$ cat src/rtl/qrs_pkg.sv
// Shared widths, types and root arithmetic helpers for the quadratic root solver.
package qrs_pkg;

  localparam int COEF_W  = 16;
  localparam int MAG_W   = COEF_W;
  localparam int PROD_W  = 2 * MAG_W;
  localparam int DISC_W  = PROD_W + 2;
  localparam int FRAC_W  = 16;
  localparam int RAD_W   = DISC_W + 2 * FRAC_W;
  localparam int ROOT_W  = RAD_W / 2;
  localparam int REM_W   = ROOT_W + 3;
  localparam int PM_W    = MAG_W + FRAC_W;
  localparam int NUM_W   = ROOT_W + 1;
  localparam int DEN_W   = MAG_W + 1;
  localparam int DREM_W  = DEN_W + 1;
  localparam int OUT_W   = 41;

  typedef enum logic [1:0] {
    KIND_LINEAR   = 2'd0,
    KIND_EQUAL    = 2'd1,
    KIND_DISTINCT = 2'd2,
    KIND_COMPLEX  = 2'd3
  } root_kind_t;

  typedef struct packed {
    root_kind_t        kind;
    logic              an;
    logic              pneg;
    logic [PM_W-1:0]   pm;
    logic [DEN_W-1:0]  den;
  } qrs_sq_side_t;

  typedef struct packed {
    root_kind_t        kind;
    logic              neg1;
    logic              neg2;
    logic [DEN_W-1:0]  den;
  } qrs_div_side_t;

  typedef struct packed {
    logic              neg;
    logic [NUM_W-1:0]  mag;
  } qrs_part_t;

  function automatic qrs_part_t part_calc(logic pneg, logic [PM_W-1:0] pm, logic rneg,
                                          logic [ROOT_W-1:0] s, logic exact);
    qrs_part_t        r;
    logic [NUM_W-1:0] pmx;
    logic [NUM_W-1:0] sx;
    pmx = NUM_W'(pm);
    sx  = NUM_W'(s);
    if (pm == '0 || pneg == rneg) begin
      r.neg = (pm != '0) ? pneg : rneg;
      r.mag = pmx + sx;
    end else if (pmx > sx || (pmx == sx && exact)) begin
      r.neg = pneg;
      r.mag = pmx - sx - NUM_W'(!exact);
    end else begin
      r.neg = rneg;
      r.mag = sx - pmx;
    end
    return r;
  endfunction

endpackage

$ cat src/rtl/qrs_sqrt.sv
// Pipelined restoring integer square root, one result bit per stage.
module qrs_sqrt (
  input  logic                          clk,
  input  logic                          rst,
  input  logic                          en,
  input  logic                          in_valid,
  input  logic [qrs_pkg::RAD_W-1:0]     rad,
  input  qrs_pkg::qrs_sq_side_t         side_in,
  output logic                          out_valid,
  output logic [qrs_pkg::ROOT_W-1:0]    root,
  output logic                          exact,
  output qrs_pkg::qrs_sq_side_t         side_out
);

  localparam int STEPS = qrs_pkg::ROOT_W;
  localparam int RW    = qrs_pkg::RAD_W;
  localparam int MW    = qrs_pkg::REM_W;
  localparam int TW    = qrs_pkg::ROOT_W;

  logic                  vld   [0:STEPS];
  logic [RW-1:0]         rad_q [0:STEPS];
  logic [MW-1:0]         rem_q [0:STEPS];
  logic [TW-1:0]         rt_q  [0:STEPS];
  qrs_pkg::qrs_sq_side_t sd_q  [0:STEPS];

  assign vld[0]   = in_valid;
  assign rad_q[0] = rad;
  assign rem_q[0] = '0;
  assign rt_q[0]  = '0;
  assign sd_q[0]  = side_in;

  for (genvar i = 0; i < STEPS; i++) begin : g_step
    logic [MW-1:0] rem_sh;
    logic [MW-1:0] trial;
    logic          ge;
    assign rem_sh = {rem_q[i][MW-3:0], rad_q[i][RW-1:RW-2]};
    assign trial  = MW'({rt_q[i], 2'b01});
    assign ge     = rem_sh >= trial;

    always_ff @(posedge clk) begin
      if (rst) begin
        vld[i+1] <= 1'b0;
      end else if (en) begin
        vld[i+1] <= vld[i];
      end
      if (en) begin
        rad_q[i+1] <= {rad_q[i][RW-3:0], 2'b00};
        rem_q[i+1] <= ge ? (rem_sh - trial) : rem_sh;
        rt_q[i+1]  <= {rt_q[i][TW-2:0], ge};
        sd_q[i+1]  <= sd_q[i];
      end
    end
  end

  assign out_valid = vld[STEPS];
  assign root      = rt_q[STEPS];
  assign exact     = (rem_q[STEPS] == '0);
  assign side_out  = sd_q[STEPS];

endmodule

$ cat config.mk
export PLATFORM = sky130hd
export DESIGN_NAME = qrs_sqrt
export DESIGN_NICKNAME = d
export VERILOG_FILES = /design/src/rtl/qrs_pkg.sv /design/src/rtl/qrs_sqrt.sv
export SDC_FILE = /design/constraint.sdc
export NUM_CORES = 2
export LEC_CHECK = 0
export BUFFER_PORTS_ARGS = -buffer_cell sky130_fd_sc_hd__buf_2
export CORE_MARGIN = 1
export CORE_UTILIZATION = 57
export DETAILED_ROUTE_END_ITERATION = 10
export HOLD_SLACK_MARGIN = 0.02
export PLACE_DENSITY = 0.87
export SYNTH_ARGS = -nofsm -noshare
export SYNTH_HDL_FRONTEND = slang
export SYNTH_SLANG_ARGS = --single-unit
$ cat constraint.sdc
create_clock -name clk -period 3.6 [get_ports clk]
set_input_delay 0.18 -clock clk [delete_from_list [all_inputs] [get_ports clk]]
set_output_delay 0.18 -clock clk [all_outputs]
set_load 0.03 [all_outputs]
==> impl_metrics.json <==
{
  "drt-initial-drc-count": 8500,
  "worstPathArrival_ns": 4.19,
  "numCtsBuffers": 432,
  "min_to": "vld[3]$_SDFFE_PP0P_",
  "path_common_cell": "o21ai_0",
  "postLayoutCoreUtil_pct": 65.6,
  "ir_drop_mv": 0.622,
  "yosysTopAreaCellShare_pct": 73.8,
  "drt_wl_total_um": 340000,
  "p_per_area_nw_per_um2": 654,
  "hp-class": "in -> reg",
  "yosysTopAreaCell": "edfxtp_1",
  "drc": 0,
  "die_w_um": 565,
  "worstPathRequired_ns": 4.23,
  "final_nets": 13537,
  "grt_pass1_wl_um": 528000,
  "routedWlPerCell_um": 19.6,
  "tns_ns": 0,
  "fin_crit_ns": 3.56,
  "ys_warn_count": 0,
  "finalMaxSlewViolations": 0,
  "ys_ff_latch": 4472,
  "finClkSkew_ns": 0.0826,
  "vias_per_cell": 5.60,
  "status": "completed",
  "yosysUniqueCellTypes": 99,
  "critPathMaxStageDelay_ns": 0.48,
  "crit_slowest_cell": "a311o_2",
  "final_cell_mix": "4439 x edfxtp_1, 768 x inv_1, 749 x nand2_1",
  "rr_startpoint": "g_step[14].rem_sh[2]$_DFFE_PP_",
  "reg2reg_slack_ns": 0.04,
  "grt_pass1_vias": 97593,
  "cp-startpoint": "g_step[14].rem_sh[2]$_DFFE_PP_",
  "core_area_um2": 315000,
  "syn_nets": 12561,
  "crit_chain": "ha_1, o21a_1, o21ai_1, a21oi_1, a2111oi_2, buf_4, o21ai_0, a21oi_1, o21ai_1, a311o_2, o21ai_0, o21ai_0",
  "n_fill_cell": 20925,
  "grtUsageTotal_pct": 21.0,
  "crit_fanout": 6,
  "clockRootBuffer": "clkbuf_16",
  "min_period_over_period_pct": 98.9,
  "drv_cap": 0,
  "max_freq_ghz": 0.281,
  "tightest_slew_ns": 1.31,
  "async_flop_share_pct": 0,
  "die_y_um": 565,
  "final_cells": 17344,
  "whs_path_depth": 3,
  "finalSetupViolCount": 0,
  "antenna_found_initial": 5,
  "cts_tree": "yes",
  "firstDrtPassIters": 6,
  "ys.flop_type": "edfxtp_1",
  "final_area_um2": 206000,
  "clkTransAtPathRegs_ns": 0.06,
  "vias": 97199,
  "timing.rr.end": "g_step[15].rem_sh[27]$_DFFE_PP_",
  "place_area_um2": 189000,
  "mostFrequentLayoutCell": "edfxtp_1",
  "drive_above_1_share_pct": 11.3,
  "place.port_buffers": 210,
  "area_growth_pct": 14.3,
  "leakagePower_nw": 76.9,
  "place_congestion": 0.908,
  "setup_slack_ns": 0.0405,
  "grt_max_degree": 135,
  "timing.critical_path.buf_inv": 1,
  "pre_cts_slack_ns": -0.0557,
  "overflow": 0,
  "critical-path-top-delay-family": "compound AO/OA/AOI/OAI gates",
  "synth-edff-count": 4439,
  "ff2ff_path_depth": 12,
  "hpwl_um": 217000,
  "startpoint_type": "register",
  "hp-start": "rst",
  "start_util_pct": 57.3,
  "synth.avg_cell_area_um2": 15.3,
  "std_cell_rows": 206,
  "io_pins": 211,
  "dp.cells": 16287,
  "cp-end-kind": "register",
  "cts_buffer_depth": 4,
  "critPathKind": "reg -> reg",
  "final-hold-violation-count": 0,
  "slew-limit-headroom_pct": 11.9,
  "syn_area_um2": 181000,
  "synthTopCellsByArea": "edfxtp_1 74%, ha_1 4.1%, xor2_1 2.2%",
  "die_area_um2": 319000,
  "drtAntennaViolNets": 0,
  "clk_latency_ns": 0.98,
  "rsz0062_at_grt": "yes",
  "clkSinkCount": 4472,
  "htree_levels": 5,
  "synthesis.instances": 11840,
  "seq_area_frac_synth_pct": 74.2
}
==> report_power, final <==
| part | internal [mW] | leakage (nW) | switching, mW |
|---|---|---|---|
| Combinational | 9.78 | 26.8 | 12.8 |
| Sequential | 64.1 | 43.3 | 3.17 |
| Clock | 25.4 | 6.88 | 19.7 |
==> cell type report <==
cell class | count | area (µm²) | area share [%]
diodes | 3 | 7.51 | 0.00364
clock buffers | 510 | 11200 | 5.41
clock inverters | 289 | 3010 | 1.46
inverters | 771 | 2890 | 1.40
multi-input cells | 6320 | 43100 | 20.8
flip-flops and latches | 4472 | 134000 | 64.9
well taps | 4160 | 5200 | 2.52
repair buffers | 819 | 7190 | 3.48
==> registers in the layout, summed over array words and instances, names as in the netlist <==
register,flops
g_step.rem_sh,1101
g_step.trial,528
out_valid,1
rad_q,992
rem_q,36
root,33
sd_q,1696
side_out,53
vld,32
==> Yosys cell counts, types with 47 or more instances <==
library cell	n
ha_1	598
clkbuf_1	186
or3_1	84
nand3_1	178
buf_4	55
edfxtp_1	4439
mux2_2	98
o31ai_1	52
nor2b_1	102
xnor2_1	456
o21ai_0	554
nand4_1	100
a21oi_1	667
nand2b_1	127
xor2_1	460
inv_1	768
nand2_1	749
nor2_1	597
o21a_1	110
a21o_1	287
nor4_1	131
nor3_1	226
and3_1	63
a31oi_1	47
mux2i_1	49
or4_1	57
==> layer usage <==
metal	share of wire, %	wire (µm)	GRT usage [%]	vias to the layer above
li1	-	-	-	46233
met1	40	135000	25.6	47238
met2	51	175000	37.5	2932
met3	5.0	16900	3.06	792
met4	4.0	13500	8.32	4
met5	0.010	34	0	-
==> worst max path at each step <==
stage                                           end  cells past startpoint
floorplan           g_step[32].rem_sh[28]$_DFFE_PP_                     12
global placement    g_step[21].rem_sh[34]$_DFFE_PP_                     13
detailed placement  g_step[17].rem_sh[30]$_DFFE_PP_                     11
CTS                 g_step[17].rem_sh[24]$_DFFE_PP_                     12
global route        g_step[32].rem_sh[32]$_DFFE_PP_                     11
finish              g_step[15].rem_sh[27]$_DFFE_PP_                     12
==> metrics by stage <==
stage	hold slack, ns	power (mW)
6_report	0.313	135
4_1_cts	0.217	135
3_3_place_gp	0.356	89.3
3_5_place_dp	0.358	89.9
5_1_grt	0.307	141
2_1_floorplan	0.279	82.5
==> cells by family (layout without fill, tap and decap cells) <==
family | Yosys count | in the layout | share of synthesized area, %
other | 1 | 4 | 0.00208
XOR/XNOR | 916 | 916 | 4.44
AO/OA/AOI/OAI | 2039 | 2039 | 6.90
multiplexers | 147 | 147 | 0.883
flip-flops | 4472 | 4472 | 74.2
adder cells (fa/ha/maj) | 598 | 598 | 4.14
buffers and inverters | 1048 | 2389 | 2.31
AND/OR/NAND/NOR | 2619 | 2619 | 7.15
==> tightest hold or removal path, cell delays in order <==
cell and delay (ns):
dlygate4sd3_1 0.54, buf_2 0.32, nor2_1 0.15
==> what timing repair did <==
item	CTS	global route
gates resized for setup	10	106
setup endpoints to repair	21	261
buffers inserted	0	10
pin swaps	0	11
cloned	0	1
hold endpoints to repair	436	0
hold buffers	244	0
Power figures use the tool's default switching activity.
